`src/hw/rtl/rlt_pkg.sv`:
```
// shared types and codes for the request lifecycle table
`timescale 1ns / 1ps
package rlt_pkg;

   localparam int SlotCount  = 16;
   localparam int CountWidth = $clog2(SlotCount + 1);

   localparam logic [1:0] CmdSubmit = 2'd0;
   localparam logic [1:0] CmdMove   = 2'd1;
   localparam logic [1:0] CmdCancel = 2'd2;

   localparam logic [2:0] StSubmitted = 3'd0;
   localparam logic [2:0] StQueued    = 3'd1;
   localparam logic [2:0] StActive    = 3'd2;
   localparam logic [2:0] StComplete  = 3'd3;
   localparam logic [2:0] StFailed    = 3'd4;
   localparam logic [2:0] StCanceled  = 3'd5;

   localparam logic [2:0] StatusOk      = 3'd0;
   localparam logic [2:0] StatusFull    = 3'd1;
   localparam logic [2:0] StatusNoEnt   = 3'd2;
   localparam logic [2:0] StatusDenied  = 3'd3;
   localparam logic [2:0] StatusIllegal = 3'd4;

   typedef struct packed {
      logic        valid;
      logic        done;
      logic [1:0]  command;
      logic [63:0] request_id;
      logic [2:0]  target_state;
      logic [31:0] owner_tag;
      logic [31:0] requester_tag;
      logic        requester_valid;
      logic        admin;
      logic [63:0] new_id;
      logic [2:0]  status;
      logic [2:0]  entry_state;
      logic        count_up;
      logic        count_down;
   } packet_type;

endpackage

```
`src/hw/rtl/rlt_cell.sv`:
```
// one slot of the table, acting on the packet that passes through it
`timescale 1ns / 1ps
module rlt_cell (
   input  logic                clock,
   input  logic                reset,
   input  logic                advance,
   input  rlt_pkg::packet_type pkt_in,
   output rlt_pkg::packet_type pkt_out
);

   logic                used_ff, used_in;
   logic [63:0]         id_ff, id_in;
   logic [2:0]          state_ff, state_in;
   logic [31:0]         owner_ff, owner_in;
   rlt_pkg::packet_type pkt_ff, pkt_in_next;
   logic [2:0]          to_state;

   function automatic logic terminal_state(input logic [2:0] s);
      return s == rlt_pkg::StComplete || s == rlt_pkg::StFailed ||
             s == rlt_pkg::StCanceled;
   endfunction

   function automatic logic move_legal(input logic [2:0] from, input logic [2:0] to);
      logic ok;
      ok = 1'b0;
      if (from == rlt_pkg::StSubmitted) begin
         ok = to == rlt_pkg::StQueued || to == rlt_pkg::StCanceled;
      end else if (from == rlt_pkg::StQueued) begin
         ok = to == rlt_pkg::StActive || to == rlt_pkg::StCanceled ||
              to == rlt_pkg::StFailed;
      end else if (from == rlt_pkg::StActive) begin
         ok = to == rlt_pkg::StComplete || to == rlt_pkg::StFailed ||
              to == rlt_pkg::StCanceled;
      end
      return ok;
   endfunction

   always_comb begin
      pkt_in_next = pkt_in;
      used_in     = used_ff;
      id_in       = id_ff;
      state_in    = state_ff;
      owner_in    = owner_ff;
      to_state    = (pkt_in.command == rlt_pkg::CmdCancel) ? rlt_pkg::StCanceled
                                                           : pkt_in.target_state;
      if (pkt_in.valid && !pkt_in.done) begin
         unique case (pkt_in.command)
            rlt_pkg::CmdSubmit: begin
               if (!used_ff) begin
                  used_in                 = 1'b1;
                  id_in                   = pkt_in.new_id;
                  state_in                = rlt_pkg::StSubmitted;
                  owner_in                = pkt_in.owner_tag;
                  pkt_in_next.done        = 1'b1;
                  pkt_in_next.status      = rlt_pkg::StatusOk;
                  pkt_in_next.entry_state = rlt_pkg::StSubmitted;
                  pkt_in_next.count_up    = 1'b1;
               end
            end
            rlt_pkg::CmdMove, rlt_pkg::CmdCancel: begin
               if (used_ff && id_ff == pkt_in.request_id) begin
                  pkt_in_next.done = 1'b1;
                  if (pkt_in.command == rlt_pkg::CmdCancel && !pkt_in.admin &&
                      (!pkt_in.requester_valid || pkt_in.requester_tag != owner_ff)) begin
                     pkt_in_next.status      = rlt_pkg::StatusDenied;
                     pkt_in_next.entry_state = state_ff;
                  end else if (move_legal(state_ff, to_state)) begin
                     state_in                = to_state;
                     pkt_in_next.status      = rlt_pkg::StatusOk;
                     pkt_in_next.entry_state = to_state;
                     pkt_in_next.count_down  = !terminal_state(state_ff) &&
                                               terminal_state(to_state);
                  end else begin
                     pkt_in_next.status      = rlt_pkg::StatusIllegal;
                     pkt_in_next.entry_state = state_ff;
                  end
               end
            end
            default: begin
            end
         endcase
      end
   end

   always_ff @(posedge clock) begin
      if (reset) begin
         used_ff      <= 1'b0;
         pkt_ff.valid <= 1'b0;
      end else if (advance) begin
         used_ff <= used_in;
         pkt_ff  <= pkt_in_next;
      end
   end

   always_ff @(posedge clock) begin
      if (advance) begin
         id_ff    <= id_in;
         state_ff <= state_in;
         owner_ff <= owner_in;
      end
   end

   assign pkt_out = pkt_ff;

endmodule

```
`src/hw/rtl/request_lifecycle_table.sv`:
```
// top level of the request lifecycle table: entry, slot chain and result register
`timescale 1ns / 1ps
// A request beat enters a chain of slot cells and moves one cell per clock
// unless a result held by rsp_stall blocks the end of the chain; the lowest
// free or matching slot acts on it as it passes. The result is registered as
// the beat leaves the chain, and the next request is taken only after the
// previous one has left it, so the chain never holds two requests. A new request
// may walk the chain while the previous result still waits on rsp_stall.
module request_lifecycle_table (
   input  logic        clock,
   input  logic        reset,
   input  logic        req_valid,
   output logic        req_stall,
   input  logic [1:0]  req_command,
   input  logic [63:0] req_request_id,
   input  logic [2:0]  req_target_state,
   input  logic [31:0] req_owner_tag,
   input  logic [31:0] req_requester_tag,
   input  logic        req_requester_valid,
   input  logic        req_admin,
   output logic        rsp_valid,
   input  logic        rsp_stall,
   output logic [2:0]  rsp_status,
   output logic [63:0] rsp_entry_id,
   output logic [2:0]  rsp_entry_state,
   output logic [4:0]  rsp_active_count
);

   localparam int WideWidth = (rlt_pkg::CountWidth > 5) ? rlt_pkg::CountWidth : 5;
   localparam logic [rlt_pkg::CountWidth-1:0] CountOne = 1;

   rlt_pkg::packet_type                chain [rlt_pkg::SlotCount + 1];
   rlt_pkg::packet_type                head_pkt;
   rlt_pkg::packet_type                last_pkt;
   logic                               accept, advance, exit_now;
   logic                               busy_ff, busy_in;
   logic [63:0]                        next_id_ff, next_id_in;
   logic [rlt_pkg::CountWidth-1:0]     live_ff, live_in;
   logic [WideWidth-1:0]               live_wide;
   logic                               rsp_valid_ff, rsp_valid_in;
   logic [2:0]                         status_ff, status_in;
   logic [63:0]                        entry_id_ff, entry_id_in;
   logic [2:0]                         entry_state_ff, entry_state_in;
   logic [4:0]                         count_ff, count_in;

   assign accept   = req_valid && !busy_ff;
   assign last_pkt = chain[rlt_pkg::SlotCount];
   assign exit_now = last_pkt.valid && (!rsp_valid_ff || !rsp_stall);
   assign advance  = !last_pkt.valid || exit_now;

   always_comb begin
      head_pkt                 = '0;
      head_pkt.valid           = accept;
      head_pkt.command         = req_command;
      head_pkt.request_id      = req_request_id;
      head_pkt.target_state    = req_target_state;
      head_pkt.owner_tag       = req_owner_tag;
      head_pkt.requester_tag   = req_requester_tag;
      head_pkt.requester_valid = req_requester_valid;
      head_pkt.admin           = req_admin;
      head_pkt.new_id          = next_id_ff;
      head_pkt.status          = rlt_pkg::StatusOk;
      head_pkt.entry_state     = rlt_pkg::StSubmitted;
   end

   assign chain[0] = head_pkt;

   for (genvar k = 0; k < rlt_pkg::SlotCount; k++) begin : g_cell
      rlt_cell u_cell (
         .clock   (clock),
         .reset   (reset),
         .advance (advance),
         .pkt_in  (chain[k]),
         .pkt_out (chain[k+1])
      );
   end

   always_comb begin
      busy_in        = busy_ff;
      next_id_in     = next_id_ff;
      live_in        = live_ff;
      rsp_valid_in   = rsp_valid_ff && rsp_stall;
      status_in      = status_ff;
      entry_id_in    = entry_id_ff;
      entry_state_in = entry_state_ff;
      count_in       = count_ff;
      if (accept) begin
         busy_in = 1'b1;
      end
      if (exit_now) begin
         busy_in      = 1'b0;
         rsp_valid_in = 1'b1;
         if (last_pkt.count_up) begin
            next_id_in = next_id_ff + 64'd1;
            live_in    = live_ff + CountOne;
         end
         if (last_pkt.count_down && live_ff != '0) begin
            live_in = live_ff - CountOne;
         end
         if (last_pkt.done) begin
            status_in      = last_pkt.status;
            entry_state_in = last_pkt.entry_state;
         end else begin
            entry_state_in = rlt_pkg::StSubmitted;
            unique case (last_pkt.command)
               rlt_pkg::CmdSubmit:                  status_in = rlt_pkg::StatusFull;
               rlt_pkg::CmdMove, rlt_pkg::CmdCancel: status_in = rlt_pkg::StatusNoEnt;
               default:                             status_in = rlt_pkg::StatusIllegal;
            endcase
         end
         if (last_pkt.command == rlt_pkg::CmdSubmit) begin
            entry_id_in = last_pkt.done ? last_pkt.new_id : 64'd0;
         end else begin
            entry_id_in = last_pkt.request_id;
         end
      end
      live_wide = WideWidth'(live_in);
      if (exit_now) begin
         count_in = (live_wide > WideWidth'(31)) ? 5'd31 : live_wide[4:0];
      end
   end

   always_ff @(posedge clock) begin
      if (reset) begin
         busy_ff      <= 1'b0;
         next_id_ff   <= 64'd1;
         live_ff      <= '0;
         rsp_valid_ff <= 1'b0;
      end else begin
         busy_ff      <= busy_in;
         next_id_ff   <= next_id_in;
         live_ff      <= live_in;
         rsp_valid_ff <= rsp_valid_in;
      end
   end

   always_ff @(posedge clock) begin
      status_ff      <= status_in;
      entry_id_ff    <= entry_id_in;
      entry_state_ff <= entry_state_in;
      count_ff       <= count_in;
   end

   assign req_stall        = busy_ff;
   assign rsp_valid        = rsp_valid_ff;
   assign rsp_status       = status_ff;
   assign rsp_entry_id     = entry_id_ff;
   assign rsp_entry_state  = entry_state_ff;
   assign rsp_active_count = count_ff;

endmodule

```
`config.mk`:
```
export PLATFORM = sky130hd
export DESIGN_NAME = request_lifecycle_table
export DESIGN_NICKNAME = d
export VERILOG_FILES = /design/src/hw/rtl/rlt_pkg.sv /design/src/hw/rtl/rlt_cell.sv /design/src/hw/rtl/request_lifecycle_table.sv
export SDC_FILE = /design/constraint.sdc
export NUM_CORES = 2
export LEC_CHECK = 0
export CAP_MARGIN = 20
export CORE_ASPECT_RATIO = 1.75
export CORE_MARGIN = 2
export CORE_UTILIZATION = 45
export DETAILED_ROUTE_END_ITERATION = 8
export DONT_BUFFER_PORTS = 1
export PLACE_DENSITY = 0.62
export SYNTH_ARGS = -nofsm -noshare
export SYNTH_HDL_FRONTEND = slang
export SYNTH_SLANG_ARGS = --single-unit
```
`constraint.sdc`:
```
create_clock -name clock -period 289.7 [get_ports clock]
set_input_delay 43.455 -clock clock [delete_from_list [all_inputs] [get_ports clock]]
set_output_delay 43.455 -clock clock [all_outputs]
set_load 0.1 [all_outputs]
```
# Yosys cells after proc, flatten, opt, wreduce, memory -nomap -nowiden
# Index checks and enable logic that the tools add are counted.
# W data, S select, Z words.
# op_classes
n_bitwise	21
n_lt_le_gt_ge	1
mux	449
n_eq_ne	290
n_reduce_logical	400
addsub	3
# ops
cell	count
$eq A64 B64 Y1	16
$ne A32 B32 Y1	16
$mux W6	48
$mux W3	81
$mux W1	236
$eq A3 B2 Y1 const B	64
$eq A3 B3 Y1 const B	64
$pmux W6 S2	16
$logic_or A1 B1 Y1	130
$mux W64	2
$mux W8	15
$reduce_and A7 Y1	16
$mux W7	15
$pmux W3 S2	17
$eq A3 B1 Y1 const B	32
$logic_and A1 B1 Y1	83
$logic_not A1 Y1	67
$add A64 B1 Y64 const B	1
$ne A2 B1 Y1 const B	32
$ne A2 B2 Y1 const B	32
$reduce_and A4 Y1	16
$logic_not A3 Y1	16
$reduce_and A3 Y1	16
$reduce_or A2 Y1	18
13 further kinds	115
# totals
in_bits	139
output_inout_bits	77
regBits	5021
word_cells	1455

# Logic depth before layout (Yosys ltp)
# depth
ltp_word	17
ltp_mapped	11

# Cells and area by module
# A second synthesis with hierarchy kept.
# unflattened
hier_cells	9746
area_unflattened_um2	183365.9
# modules_own_cells
module	instances	area_each_um2	seq_area_each_um2	cells_each
rlt_cell	16	11030.6	9258.9	563
request_lifecycle_table	1	6876.6	3673.5	738

# Least setup slack after synthesis
# No wires, ideal clock.
# synth_path
kind	input port to flip-flop
from	in reset
to	reg g_cell[0].u_cell.pkt_ff, in the netlist g_cell[0].u_cell.pkt_out[0], enable pin
arrival_ns	178.100
path_slack_ns	104.617
required_ns	282.717
path_stages	4
path_buffers	3
path_cell_list	clkbuf_1 clkbuf_1 clkbuf_1 nor2_1
# synth_between
elab_chain_len	2
# synth_rtl
item	line_no	source
from (decl)	request_lifecycle_table.sv:11	input logic reset,
$not A1 Y1 (no line)	-	
$reduce_and A2 Y1 (no line)	-	
to (signal assigned)	rlt_cell.sv:91	pkt_ff <= pkt_in_next;
to (decl)	rlt_cell.sv:15	rlt_pkg::packet_type pkt_ff, pkt_in_next;
# Every way passes these cells.
# A chain may end at the register's enable or synchronous reset.

# Final worst setup path
# layout_path
from	in rsp_stall
to	reg g_cell[4].u_cell.pkt_ff, in the netlist g_cell[4].u_cell.pkt_out[32], enable pin
# layout_between
elab_chain_len	5
# layout_rtl
item	line_no	source
from (decl)	request_lifecycle_table.sv:22	input logic rsp_stall,
$logic_not A1 Y1	request_lifecycle_table.sv:48	assign exit_now = last_pkt.valid && (!rsp_valid_ff || !rsp_stall);
$logic_or A1 B1 Y1	request_lifecycle_table.sv:48	
$logic_and A1 B1 Y1	request_lifecycle_table.sv:48	
$logic_or A1 B1 Y1	request_lifecycle_table.sv:49	assign advance = !last_pkt.valid || exit_now;
$reduce_and A2 Y1 (no line)	-	
to (signal assigned)	rlt_cell.sv:91	
to (decl)	rlt_cell.sv:15	
# Every way passes these cells.

==> out/metrics.yaml <==
outcome: "finished, final reports clean"
max_freq_ghz: 0.0205
r2r-start: "rsp_valid"
multi_input_area_um2: 25100
powerDensity_nw_per_um2: 7.35
tns_ps: 0
holdPathEnd: "g_cell[15].u_cell.owner_ff[7]"
rsz0062_at_grt: "false"
yosysSeqAreaShare_pct: 84.9
fin_skew_ps: 55.5
fin_nets: 9492
drv_slew: 0
hold_slack_ps: 397
synthAdderAreaFrac_pct: 0.377
avgViaCountPerCell: 5.08
cts_setup_buffers: 0
path_clk_slew_ps: 60
tightest_slew_ps: 1180
synth_xor_area_share_pct: 6.38
fp.dieH_um: 831
cts_hold_buf: 0
whs_path_depth: 0
cts_root_buf: "clkbuf_16"
place_inst: 14048
slew_headroom_pct: 20.4
stdcell_area_um2: 197000
die_w_um: 476
initial_core_util_pct: 45.2
setup_viol_count_final: 0
clock_power_share_pct: 39.2
switchingPower_mw: 0.295
grt_usage_pct: 18.9
yosys-top-cells-area: "edfxtp_1 (84%), xnor2_1 (4.0%), xor2_1 (2.3%)"
async_flop_share_pct: 0
crit_path_start: "rsp_stall"
cts_tree: "yes"
synth_top_cell_by_area: "edfxtp_1"
vdd_drop_max_uv: 6.13
synth_mux_area_share_pct: 0.148
synth_top_family_by_area: "XOR/XNOR gates"
period_minus_slack_ps: 48840
drtIter0Drc: 5421
yosys.area_share.simple_pct: 4.28
cts-resized-gates: 0
antenna_found_initial: 3
reg2reg_setup_slack_ps: 282980
rr_worst_depth: 9
finalCritPeriodShare_pct: 16.9
htreeDepth: 5
area_growth_pct: 12.1
synth_compound_area_share_pct: 2.99
post-route-util_pct: 50.6
grt-ovfl-total: 0
final_layout_size_suffix_gt1_share_pct: 8.07
die_area_um2: 396000
path_max_fanout: 75
drcViolationCount: 0
place.gp.congestion: 1.20
instances_no_fill: 14845
grt_max_degree: 154
leakage_nw: 64.2
synth_seq_cells: 5005
sequentialPowerShare_pct: 58.5
drt_wl_total_um: 379000
cap_viol_max_count: 0
syn_area_per_cell_um2: 19.9
critPathLaunchType: "input pin"
synthesis.area_um2: 176000
fill_cells: 30816
portBuffers: 0
critical_path_required_ps: 290250
rows: 303
power_mw: 1.45
hp-start: "g_cell[14].u_cell.pkt_out[113]"
mostFrequentLayoutCell: "edfxtp_1"
grt_pass1_vias: 79046
antenna_left: 0
dr.pass1.iters: 6
cts.sinks: 5005
dpl_cell_area_um2: 183000
dp_hpwl_um: 286000
fin_ws_ps: 240860
grt_pass1_wl_um: 548000
yosysWarnings: 0
core_area_um2: 389000
switching_share_pct: 20.4
yosysTopAreaCellShare_pct: 83.7
hold_class: "flop to flop"
crit-reg2reg-capture: "g_cell[4].u_cell.pkt_out[32]"
clk_latency_ps: 970
worst_setup_path_end_kind: "flop"
hold_viol: 0
preCtsSetupSlack_ps: 239430
cts.path.max_buffers: 4
internal_power_mw: 1.15
combPwrFrac_pct: 2.3
synth.distinct_cells: 76
ys.flop_type: "edfxtp_1"
synth_cells: 8814
synth_edf_count: 4902
routedWlPerCell_um: 25.6
regArea_um2: 149000
cp_data_arrival_time_ps: 49390
numCtsBuffers: 426
synth_nets: 9006
num_vias: 75460
ioPinCount: 216
crit_type: "input pin to flop"
layout_common_cells: "edfxtp_1 (4902), xnor2_1 (810), xor2_1 (471), clkbuf_16 (434), inv_1 (378)"
## worst max path at each step
stage                               endpoint  slack (ps)  cells past startpoint
6_report        g_cell[4].u_cell.pkt_out[32]      240860                      9
5_1_grt        g_cell[4].u_cell.pkt_out[152]      240450                      9
4_1_cts        g_cell[1].u_cell.pkt_out[179]      240430                      9
3_5_place_dp   g_cell[4].u_cell.pkt_out[145]      239430                      9
3_3_place_gp   g_cell[4].u_cell.pkt_out[145]      239600                      9
2_1_floorplan    g_cell[0].u_cell.pkt_out[0]      104620                      4
## cells by family (layout without fill, tap and decap cells)
family / after synthesis / in the layout
AO/OA/AOI/OAI: 673 / 673
XOR/XNOR: 1281 / 1281
adder cells (fa/ha/maj): 53 / 53
buffers and inverters: 428 / 1269
flip-flops: 5005 / 5005
multiplexers: 24 / 24
other: 0 / 5
AND/OR/NAND/NOR: 1350 / 1350
## power by group through the flow
| stage | Combinational (mW) | Sequential [mW] | Clock [mW] |
|---|---|---|---|
| 3_3_place_gp | 0.0326 | 0.863 | 0 |
| 4_1_cts | 0.0336 | 0.848 | 0.579 |
| 5_1_grt | 0.0358 | 0.850 | 0.605 |
| 6_report | 0.0335 | 0.847 | 0.568 |
| 3_5_place_dp | 0.0335 | 0.864 | 0 |
| 2_1_floorplan | 0.0213 | 0.955 | 0 |
## layer usage
layer  track usage (%)  wire [um]  vias to the layer above
met5                 0          0                        -
li1                  -          -                    35072
met3              2.33      12000                      822
met4              12.4      28600                        0
met2              37.1     215000                     1938
met1              18.4     124000                    37628
## cell type report
| type | count | area share, % |
|---|---|---|
| diodes | 5 | 0.00635 |
| inverters | 381 | 0.727 |
| clock inverters | 252 | 1.29 |
| repair buffers | 105 | 0.476 |
| flip-flops and latches | 5005 | 75.8 |
| multi-input cells | 3381 | 12.7 |
| clock buffers | 531 | 5.72 |
| well taps | 5185 | 3.29 |
## flip-flops by register name (all words and copies together) (netlist names)
| signal | cells |
|---|---|
| next_id_ff | 64 |
| req_stall | 1 |
| g_cell.u_cell.state_ff | 48 |
| g_cell.u_cell.id_ff | 1024 |
| rsp_status | 3 |
| rsp_valid | 1 |
| live_ff | 5 |
| g_cell.u_cell.owner_ff | 512 |
| rsp_entry_state | 3 |
| g_cell.u_cell.used_ff | 16 |
| g_cell.u_cell.pkt_out | 3259 |
| rsp_active_count | 5 |
| rsp_entry_id | 64 |
## Yosys cell counts, drive strengths merged (25+ instances only)
| cell | number |
|---|---|
| a2111o | 25 |
| a2111oi | 30 |
| a21oi | 64 |
| a221oi | 29 |
| a22o | 122 |
| a32o | 31 |
| clkbuf | 38 |
| dfxtp | 103 |
| edfxtp | 4902 |
| ha | 53 |
| inv | 381 |
| nand2 | 173 |
| nand2b | 123 |
| nand3 | 75 |
| nand3b | 26 |
| nand4 | 242 |
| nor2 | 187 |
| nor2b | 146 |
| nor3 | 58 |
| nor4 | 177 |
| o2111ai | 31 |
| o21ai | 49 |
| o22ai | 76 |
| o2bb2ai | 28 |
| or3 | 43 |
| xnor2 | 810 |
| xor2 | 471 |
## worst max-delay path, stage by stage
cell	delay [ps]
and3_2	170
buf_4	220
nor2_4	690
buf_4	850
buf_4	790
buf_4	840
buf_4	730
buf_4	550
buf_4	810
(Power assumes the default switching activity.)
